[src/design/ede_pkg.sv]
// Shared constants and control types for the edit distance engine.
// No dependencies; used by ede_ctrl, ede_datapath and edit_distance_engine.
package ede_pkg;

   localparam int MAX_LEN_DEFAULT = 64;
   localparam int OP_W            = 2;
   localparam int CHAR_W          = 8;
   localparam int DIST_W          = 7;
   localparam int DIST_MAX        = 127;

   localparam logic [OP_W-1:0] OP_APPEND_FIRST  = 2'd0;
   localparam logic [OP_W-1:0] OP_APPEND_SECOND = 2'd1;
   localparam logic [OP_W-1:0] OP_COMPUTE       = 2'd2;

   typedef struct packed {
      logic append_first;
      logic append_second;
      logic start;
      logic row_start;
      logic update;
      logic next_row;
      logic emit;
   } cmd_type;

   typedef struct packed {
      logic empty;
      logic last_col;
      logic last_row;
   } status_type;

endpackage

[src/design/ede_ctrl.sv]
// Sequencer for the edit distance engine: input handshake, row/cell stepping, result beat.
// Depends on ede_pkg; drives ede_datapath through cmd_type, reads status_type.
module ede_ctrl (
   input  logic                        clock,
   input  logic                        reset,
   input  logic                        req_valid,
   output logic                        req_ready,
   input  logic [ede_pkg::OP_W-1:0]    req_operation,
   output logic                        rsp_valid,
   input  logic                        rsp_ready,
   output ede_pkg::cmd_type            cmd,
   input  ede_pkg::status_type         status
);

   localparam logic [1:0] S_IDLE = 2'd0;
   localparam logic [1:0] S_ROW  = 2'd1;
   localparam logic [1:0] S_CELL = 2'd2;
   localparam logic [1:0] S_DONE = 2'd3;

   logic [1:0] state_ff, state_in;
   logic       rsp_valid_ff, rsp_valid_in;
   logic       accept;

   assign req_ready = (state_ff == S_IDLE);
   assign accept    = req_valid && req_ready;
   assign rsp_valid = rsp_valid_ff;

   always_comb begin
      cmd      = '0;
      state_in = state_ff;
      unique case (state_ff)
         S_IDLE: begin
            if (accept) begin
               if (req_operation == ede_pkg::OP_APPEND_FIRST) begin
                  cmd.append_first = 1'b1;
               end else if (req_operation == ede_pkg::OP_APPEND_SECOND) begin
                  cmd.append_second = 1'b1;
               end else if (req_operation == ede_pkg::OP_COMPUTE) begin
                  cmd.start = 1'b1;
                  state_in  = status.empty ? S_DONE : S_ROW;
               end
            end
         end
         S_ROW: begin
            cmd.row_start = 1'b1;
            state_in      = S_CELL;
         end
         S_CELL: begin
            cmd.update = 1'b1;
            if (status.last_col) begin
               if (status.last_row) begin
                  state_in = S_DONE;
               end else begin
                  cmd.next_row = 1'b1;
                  state_in     = S_ROW;
               end
            end
         end
         S_DONE: begin
            if (!rsp_valid_ff || rsp_ready) begin
               cmd.emit = 1'b1;
               state_in = S_IDLE;
            end
         end
         default: state_in = S_IDLE;
      endcase
   end

   always_comb begin
      rsp_valid_in = rsp_valid_ff;
      if (cmd.emit) begin
         rsp_valid_in = 1'b1;
      end else if (rsp_ready) begin
         rsp_valid_in = 1'b0;
      end
   end

   always_ff @(posedge clock) begin
      if (reset) begin
         state_ff     <= S_IDLE;
         rsp_valid_ff <= 1'b0;
      end else begin
         state_ff     <= state_in;
         rsp_valid_ff <= rsp_valid_in;
      end
   end

   a_emit_free: assert property (@(posedge clock) disable iff (reset)
      cmd.emit |-> (!rsp_valid_ff || rsp_ready))
      else $error("result loaded over an untaken beat");

   a_empty_skip: assert property (@(posedge clock) disable iff (reset)
      (accept && req_operation == ede_pkg::OP_COMPUTE && status.empty) |=> state_ff == S_DONE)
      else $error("empty word did not skip the sweep");

   a_row_wrap: assert property (@(posedge clock) disable iff (reset)
      (state_ff == S_CELL && status.last_col && !status.last_row) |=> state_ff == S_ROW)
      else $error("row end did not start the next row");

   a_row_nonempty: assert property (@(posedge clock) disable iff (reset)
      (state_ff == S_ROW) |-> !status.empty)
      else $error("row sweep with an empty word");

endmodule

[src/design/ede_datapath.sv]
// Datapath for the edit distance engine: word memories, score row memory, cell update.
// Depends on ede_pkg; stepped by ede_ctrl through cmd_type.
module ede_datapath #(
   parameter int MAX_LEN = ede_pkg::MAX_LEN_DEFAULT
) (
   input  logic                          clock,
   input  logic                          reset,
   input  ede_pkg::cmd_type              cmd,
   output ede_pkg::status_type           status,
   input  logic [ede_pkg::CHAR_W-1:0]    req_char_byte,
   output logic [ede_pkg::DIST_W-1:0]    rsp_distance,
   output logic                          rsp_overflow
);

   localparam int LW = $clog2(MAX_LEN + 1);
   localparam int AW = (MAX_LEN > 1) ? $clog2(MAX_LEN) : 1;
   localparam int XW = (LW > ede_pkg::DIST_W) ? LW : ede_pkg::DIST_W;

   logic [ede_pkg::CHAR_W-1:0] mem_a [0:MAX_LEN-1];
   logic [ede_pkg::CHAR_W-1:0] mem_b [0:MAX_LEN-1];
   logic [LW-1:0]              mem_s [0:MAX_LEN];

   logic [LW-1:0] len_a_ff, len_a_in, len_b_ff, len_b_in;
   logic          ovf_seen_ff, ovf_seen_in;
   logic [LW-1:0] row_ff, col_ff, left_ff, diag_ff, res_ff;
   logic [ede_pkg::CHAR_W-1:0] a_rd_ff, b_rd_ff;
   logic [LW-1:0] s_rd_ff;
   logic [ede_pkg::DIST_W-1:0] dist_ff;
   logic          ovf_out_ff;

   logic          full_a, full_b, rd_en;
   logic [LW-1:0] rd_col, a_idx, b_idx, up, min_ab, min_v, cost;
   logic [XW-1:0] res_x;

   assign full_a = (len_a_ff == LW'(MAX_LEN));
   assign full_b = (len_b_ff == LW'(MAX_LEN));

   assign status.empty    = (len_a_ff == '0) || (len_b_ff == '0);
   assign status.last_col = (col_ff == len_b_ff);
   assign status.last_row = (row_ff == len_a_ff);

   assign rd_en  = cmd.row_start || (cmd.update && !status.last_col);
   assign rd_col = cmd.row_start ? LW'(1) : col_ff + LW'(1);
   assign a_idx  = row_ff - LW'(1);
   assign b_idx  = rd_col - LW'(1);

   assign up     = (row_ff == LW'(1)) ? col_ff : s_rd_ff;
   assign min_ab = (diag_ff < up) ? diag_ff : up;
   assign min_v  = (min_ab < left_ff) ? min_ab : left_ff;
   assign cost   = (a_rd_ff == b_rd_ff) ? diag_ff : min_v + LW'(1);

   assign res_x  = XW'(res_ff);

   always_comb begin
      len_a_in    = len_a_ff;
      len_b_in    = len_b_ff;
      ovf_seen_in = ovf_seen_ff;
      if (cmd.append_first) begin
         if (full_a) begin
            ovf_seen_in = 1'b1;
         end else begin
            len_a_in = len_a_ff + LW'(1);
         end
      end
      if (cmd.append_second) begin
         if (full_b) begin
            ovf_seen_in = 1'b1;
         end else begin
            len_b_in = len_b_ff + LW'(1);
         end
      end
      if (cmd.emit) begin
         len_a_in    = '0;
         len_b_in    = '0;
         ovf_seen_in = 1'b0;
      end
   end

   always_ff @(posedge clock) begin
      if (reset) begin
         len_a_ff    <= '0;
         len_b_ff    <= '0;
         ovf_seen_ff <= 1'b0;
      end else begin
         len_a_ff    <= len_a_in;
         len_b_ff    <= len_b_in;
         ovf_seen_ff <= ovf_seen_in;
      end
   end

   always_ff @(posedge clock) begin
      if (cmd.append_first && !full_a) begin
         mem_a[len_a_ff[AW-1:0]] <= req_char_byte;
      end
      if (cmd.append_second && !full_b) begin
         mem_b[len_b_ff[AW-1:0]] <= req_char_byte;
      end
      if (cmd.row_start) begin
         a_rd_ff <= mem_a[a_idx[AW-1:0]];
      end
      if (rd_en) begin
         b_rd_ff <= mem_b[b_idx[AW-1:0]];
         s_rd_ff <= mem_s[rd_col];
      end
      if (cmd.update) begin
         mem_s[col_ff] <= cost;
      end
   end

   always_ff @(posedge clock) begin
      if (cmd.start) begin
         row_ff <= LW'(1);
         res_ff <= len_a_ff + len_b_ff;
      end
      if (cmd.next_row) begin
         row_ff <= row_ff + LW'(1);
      end
      if (cmd.row_start) begin
         col_ff  <= LW'(1);
         left_ff <= row_ff;
         diag_ff <= row_ff - LW'(1);
      end
      if (cmd.update) begin
         col_ff  <= col_ff + LW'(1);
         left_ff <= cost;
         diag_ff <= up;
         res_ff  <= cost;
      end
      if (cmd.emit) begin
         dist_ff    <= (res_x > XW'(ede_pkg::DIST_MAX)) ?
                       ede_pkg::DIST_W'(ede_pkg::DIST_MAX) : res_x[ede_pkg::DIST_W-1:0];
         ovf_out_ff <= ovf_seen_ff;
      end
   end

   assign rsp_distance = dist_ff;
   assign rsp_overflow = ovf_out_ff;

endmodule

[src/design/edit_distance_engine.sv]
// Edit distance engine top level. Append beats are taken back to back; a compute beat
// with both words loaded sweeps the score rows (one cell update per cycle along each
// row) and then raises rsp_valid, while an empty word skips the sweep; an untaken
// earlier result holds the new one back. req_ready stays low meanwhile.
// Reset clears the lengths, overflow flag, state and output valid; the word and
// score row memories keep their contents and need no clearing pass.
module edit_distance_engine #(
   parameter int MAX_LEN = ede_pkg::MAX_LEN_DEFAULT
) (
   input  logic                          clock,
   input  logic                          reset,
   input  logic                          req_valid,
   output logic                          req_ready,
   input  logic [ede_pkg::OP_W-1:0]      req_operation,
   input  logic [ede_pkg::CHAR_W-1:0]    req_char_byte,
   output logic                          rsp_valid,
   input  logic                          rsp_ready,
   output logic [ede_pkg::DIST_W-1:0]    rsp_distance,
   output logic                          rsp_overflow
);

   ede_pkg::cmd_type    cmd;
   ede_pkg::status_type status;

   ede_ctrl u_ctrl (
      .clock         (clock),
      .reset         (reset),
      .req_valid     (req_valid),
      .req_ready     (req_ready),
      .req_operation (req_operation),
      .rsp_valid     (rsp_valid),
      .rsp_ready     (rsp_ready),
      .cmd           (cmd),
      .status        (status)
   );

   ede_datapath #(
      .MAX_LEN (MAX_LEN)
   ) u_datapath (
      .clock         (clock),
      .reset         (reset),
      .cmd           (cmd),
      .status        (status),
      .req_char_byte (req_char_byte),
      .rsp_distance  (rsp_distance),
      .rsp_overflow  (rsp_overflow)
   );

endmodule

[config.mk]
export PLATFORM = sky130hd
export DESIGN_NAME = edit_distance_engine
export DESIGN_NICKNAME = d
export VERILOG_FILES = /design/src/design/ede_pkg.sv /design/src/design/ede_ctrl.sv /design/src/design/ede_datapath.sv /design/src/design/edit_distance_engine.sv
export SDC_FILE = /design/constraint.sdc
export NUM_CORES = 2
export LEC_CHECK = 0
export BUFFER_PORTS_ARGS = -buffer_cell sky130_fd_sc_hd__buf_2
export CAP_MARGIN = 20
export CORE_ASPECT_RATIO = 0.6
export CORE_UTILIZATION = 60
export CTS_BUF_LIST = sky130_fd_sc_hd__clkbuf_16
export DETAILED_ROUTE_END_ITERATION = 7
export PLACE_DENSITY_LB_ADDON = 0.1
export SYNTH_ARGS = -nofsm -noshare
export SYNTH_HDL_FRONTEND = slang
export SYNTH_SLANG_ARGS = --single-unit
[constraint.sdc]
create_clock -name clock -period 12.6 [get_ports clock]
set_clock_uncertainty 0.2 [all_clocks]
set_input_delay 0.63 -clock clock [delete_from_list [all_inputs] [get_ports clock]]
set_output_delay 0.63 -clock clock [all_outputs]
set_load 0.02 [all_outputs]
# Yosys cells after proc, flatten, opt, wreduce, memory -nomap -nowiden
# Memories as Yosys holds them, arrays and structs flattened. A register that Yosys moved wholly into a read port is not among the register bits.
# Index checks and enable logic that the tools add are counted.
[word_totals]
ff_bits = 61
n_memories = 3
ram_bits = 1479
output_inout_bits = 10
inputBits = 14
elab_cells = 117
[classes]
bitwise = 2
n_lt_le_gt_ge = 3
mux = 49
eq_ne = 17
n_reduce_logical = 23
addsub = 8
[memory_table]
columns = ["memory", "depth", "width", "rd", "rd_clocked_by_memory_dff", "write_ports", "line_no", "rtl"]
rows = [
  ["u_datapath.mem_a", 64, 8, 1, 1, 1, "ede_datapath.sv:19", "logic [ede_pkg::CHAR_W-1:0] mem_a [0:MAX_LEN-1];"],
  ["u_datapath.mem_b", 64, 8, 1, 1, 1, "ede_datapath.sv:20", "logic [ede_pkg::CHAR_W-1:0] mem_b [0:MAX_LEN-1];"],
  ["u_datapath.mem_s", 65, 7, 1, 1, 1, "ede_datapath.sv:21", "logic [LW-1:0] mem_s [0:MAX_LEN];"],
]
[ops]
columns = ["cell", "count"]
rows = [
  ["$mux W7", 15],
  ["$add A7 B1 Y7 const B", 5],
  ["$mux W1", 21],
  ["$mux W2", 10],
  ["$eq A7 B7 Y1", 2],
  ["$eq A7 B7 Y1 const B", 2],
  ["$logic_not A7 Y1", 2],
  ["$lt A7 B7 Y1", 2],
  ["$eq A8 B8 Y1", 1],
  ["$ne A2 B2 Y1 const B", 4],
  ["$pmux W2 S4", 1],
  ["$reduce_bool A2 Y1", 4],
  ["$add A7 B7 Y7", 1],
  ["$eq A7 B1 Y1 const B", 1],
  ["$gt A7 B7 Y1 const B", 1],
  ["$sub A7 B1 Y7 const B", 1],
  ["$eq A2 B2 Y1 const B", 3],
  ["$mux W3", 2],
  ["$reduce_and A6 Y1", 1],
  ["$sub A6 B1 Y6 const B", 1],
  ["$eq A2 B1 Y1 const B", 2],
  ["$logic_and A1 B1 Y1", 4],
  ["$logic_not A1 Y1", 4],
  ["$logic_not A2 Y1", 2],
  ["5 further kinds", 10],
]

# Longest topological paths before layout
[depth]
ltp_word = 9
depth_mapped = 30
ltp_nobuf = 27

# Hierarchy
# A second synthesis with hierarchy kept.
[unflattened]
hier_cells = 3513
hier_area_um2 = 63180.6
[by_module_without_submodules]
columns = ["module", "instances", "cells_each", "seq_area_each_um2", "area_each_um2"]
rows = [
  ["ede_datapath", 1, 3488, 46694.8, 62985.4],
  ["ede_ctrl", 1, 25, 60.1, 195.2],
]

# Worst setup path before layout
# No wires, ideal clock.
[synth_timing]
path_kind = "reg2reg"
from = "reg u_datapath.row_ff[1]"
to = "mem u_datapath.mem_s[0][4] in the netlist's numbering (data pin)"
period_less_slack_ns = 9.190
path_stages_with_launch = 30
arrival_time_ns = 8.280
t_required_ns = 11.691
setup_time_ns = 0.709
slack_ns = 3.410
path_buffers = 3
cell_sequence = "edfxtp_1 inv_1 ha_1 nor2b_1 nand2_4 mux2i_1 ha_1 and2_1 mux2_4 a221oi_1 nand2_1 clkbuf_1 nor2_1 a21oi_1 ha_1 a21o_1 a21o_1 a21oi_1 nand3_1 o31a_1 and2_1 buf_6 o31ai_1 ha_1 clkbuf_1 nand3_1 xnor2_1 mux2i_1 o21ai_0 o21ai_0"
[synth_via]
elab_chain_len = 8
[synth_lines]
columns = ["item", "line_no", "rtl"]
rows = [
  ["start: declaration", "ede_datapath.sv:25", "logic [LW-1:0] row_ff, col_ff, left_ff, diag_ff, res_ff;"],
  ["start signal: assignment", "ede_datapath.sv:116", "row_ff <= row_ff + LW'(1);"],
  ["$eq A7 B1 Y1 (*)", "ede_datapath.sv:47", "assign up = (row_ff == LW'(1)) ? col_ff : s_rd_ff;"],
  ["$mux W7 (*)", "ede_datapath.sv:47", ""],
  ["$lt A7 B7 Y1", "ede_datapath.sv:48", "assign min_ab = (diag_ff < up) ? diag_ff : up;"],
  ["$mux W7 (*)", "ede_datapath.sv:48", ""],
  ["$lt A7 B7 Y1", "ede_datapath.sv:49", "assign min_v = (min_ab < left_ff) ? min_ab : left_ff;"],
  ["$mux W7 (*)", "ede_datapath.sv:49", ""],
  ["$add A7 B1 Y7 (*)", "ede_datapath.sv:50", "assign cost = (a_rd_ff == b_rd_ff) ? diag_ff : min_v + LW'(1);"],
  ["$mux W7 (*)", "ede_datapath.sv:50", ""],
  ["via u_datapath.cost[4]", "ede_datapath.sv:32", "logic [LW-1:0] rd_col, a_idx, b_idx, up, min_ab, min_v, cost;"],
  ["end: declaration", "ede_datapath.sv:21", ""],
]
# Mark *: on every way through the listed nets, which the timed path passes. The rest lies on a longest branch.

# Worst setup path after layout
[layout_timing]
from = "reg u_datapath.row_ff[0]"
to = "mem u_datapath.mem_s[19][6] in the netlist's numbering (data pin)"
# Same word-level chain as after synthesis.

==> impl_metrics.ini <==
[status]
status = completed

[setup_path]
cp_max_fo = 65
worst-endpoint-required_ns = 12.80
cp-start-kind = flip-flop
path_class = flip-flop to flip-flop
end_kind = flip-flop
arrival_ns = 9.36
reg2reg_depth = 27

[clock_network]
clk_latency_ns = 0.77
post_cts_buffers = 0
cts_root_buf = clkbuf_16
tritoncts = built
cts_buffers = 139
cts_resized = 0
htreeDepth = 4
clkSinkCount = 1563
ctsHoldBuffers = 2
clkSlewWorstSetupHoldPaths_ns = 0.07
clockBufferDepth = 3

[synth]
synth_area_leader_cell = edfxtp_1
ys_seq_area_share_pct = 74.6
synthArstFlopShare_pct = 0
synthTopCellsByCount = 1545 x edfxtp_1, 375 x mux4_2, 273 x nor2_1
syn-num-nets = 3321
synth_area_leaders = edfxtp_1 74%, mux4_2 13%, nor2_1 1.6%
synthCells = 3279
yosysTopAreaCellShare_pct = 74.0
synth_edf_count = 1545
synth_area_um2 = 62700
synth_cell_type_count = 70
post_synth.cell_area_avg_um2 = 19.1
synth.most_common_cell = edfxtp_1
synth_warnings = 0
yosys_register_bits = 1563
ys.flop_type = edfxtp_1

[sta]
setup_tns_ns = 0
worstMarginPinSlew_ns = 1.21
timing.final.ws_setup_ns = 3.44
slew_viol_final = 0
grt_setup_unrepaired = no
hold_violations = 0
setup_viol_count_final = 0
finalCritPeriodShare_pct = 72.7
worst_hold_slack_ns = 0.0870
finalCriticalPeriod_ns = 9.16
slew_headroom_pct = 19.4
max_freq_mhz = 109

[pwr]
power_density_nw_per_um2 = 261
ir_drop_uv = 634
p_leak_nw = 21.7

[die]
core-area_um2 = 103000
initial_core_util_pct = 60.8
dieArea_um2 = 106000
die_y_um = 252
fp-row-count = 91
io-pin-count = 24
die_x_um = 419

[grt]
grt_pass1_wl_mm = 220
met2_usage_pct = 36.9
grtUsageMet3_pct = 10.7
grt-busiest-layer = met1
grt_pass1_vias = 31256
grt_use_met1_pct = 49.3
grt_start_max_net_pins = 104
overflow = 0
grt_antenna_before_repair = 2
track_usage_pct = 29.5

[route]
post_drt_via_cell_ratio = 6.82
route.detailed.drc = 0
drt_pass1_iterations = 6
wl_per_cell_um = 31.8
drt-initial-drc-count = 4831
wirelength_mm = 153
vias = 32715
ant_nets = 0

[final_layout]
layout.nets = 3340
diodes = 0
syn_to_final_growth_pct = 9.83
design_area_um2 = 68800
utilization_pct = 66.7
drive_gt1_share_pct = 20.4

[worst_hold_path]
min_path_cells = 4
hold_path_class = primary input to flip-flop

[placed_design]
place_area_um2 = 64300
gp_congestion = 0.892
dp_hpwl_mm = 97.6
io_buffers = 23
pre_cts_ws_ns = 3.63

[run]
cap_viol_max_count = 0
==> sequential cells by signal, summed over array words and instances (netlist names), 8 cells and up <==
register / cells
u_datapath.mem_s: 455
u_datapath.a_rd_ff: 8
u_datapath.b_rd_ff: 8
u_datapath.mem_b: 512
u_datapath.mem_a: 512
==> metrics by stage <==
stage | cells | power, mW
after global placement | 4548 | 13.5
after CTS | 4796 | 17.8
after floorplan | 3279 | 11.3
final | 4798 | 18.0
after detailed placement | 4548 | 13.7
after global routing | 4798 | 18.5
==> worst paths after layout <==
path	to	startpoint	slack (ns)
hold / removal	u_ctrl.state_ff[0]	rsp_ready	0.09
hold reg to reg	u_datapath.rsp_distance[4]	u_datapath.res_ff[4]	0.22
setup reg to reg	u_datapath.mem_s[19][6]	u_datapath.row_ff[0]	3.44
setup / recovery	u_datapath.mem_s[19][6]	u_datapath.row_ff[0]	3.44
==> layer usage <==
layer  up-vias  part of all wire (%)
li1      13344                     -
met1     17162                    44
met2      2040                    40
met3       169                    15
met4         0                   1.3
met5         -                     0
==> final cells by class <==
type	count	area (um2)
tap	1395	1750
timing repair buffer	78	611
clock buffer	150	3750
sequential	1563	46800
fill	6648	34300
inverter	36	143
clock inverter	96	669
multi-input combinational	1480	15200
==> cell usage in the layout, fill, tap and decap left out, drive strengths merged, types with 53 or more instances in the layout <==
master | Yosys | layout
nor2 | 273 | 273
clkinv | 2 | 53
buf | 62 | 76
o21ai | 60 | 60
mux4 | 375 | 375
inv | 34 | 67
clkbuf | 138 | 150
edfxtp | 1545 | 1545
nor2b | 54 | 54
nand2 | 160 | 160
a21oi | 72 | 72
==> logic make-up (layout without fill, tap and decap cells) <==
family                   count (synthesis)  in the layout  share of synthesized area (%)
flip-flops                            1563           1563                           74.6
AND/OR/NAND/NOR                        614            614                           4.37
buffers and inverters                  236            360                           1.50
adder cells (fa/ha/maj)                 30             30                          0.607
XOR/XNOR                                67             67                          0.936
multiplexers                           425            425                           14.3
AO/OA/AOI/OAI                          344            344                           3.68
==> where the power goes <==
group	total (mW)	leakage, nW	switching [mW]	internal [mW]
sequential	7.41	14.0	0.0897	7.32
combinational	6.37	5.40	4.42	1.96
clock	4.17	2.28	1.86	2.31
==> worst max-delay path: stages, from the launching register on <==
cell	delay, ns
edfxtp_1	0.32
buf_4	0.63
ha_1	0.27
nor2b_1	0.40
nand2_4	0.18
mux2i_1	0.59
ha_1	0.37
and2_1	0.19
mux2_4	0.30
a221oi_1	0.47
nand2_1	0.39
nor2_1	0.18
a21oi_1	0.06
ha_1	0.32
a21o_1	0.16
a21o_1	0.17
a21oi_1	0.26
nand3_1	0.11
o31a_1	0.34
and2_1	0.33
o31ai_1	0.27
ha_1	0.45
nand3_1	0.15
xnor2_1	0.17
nor2_1	0.06
o311ai_0	0.91
nand2_2	0.09
buf_4	0.35
(Power assumes the default switching activity.)
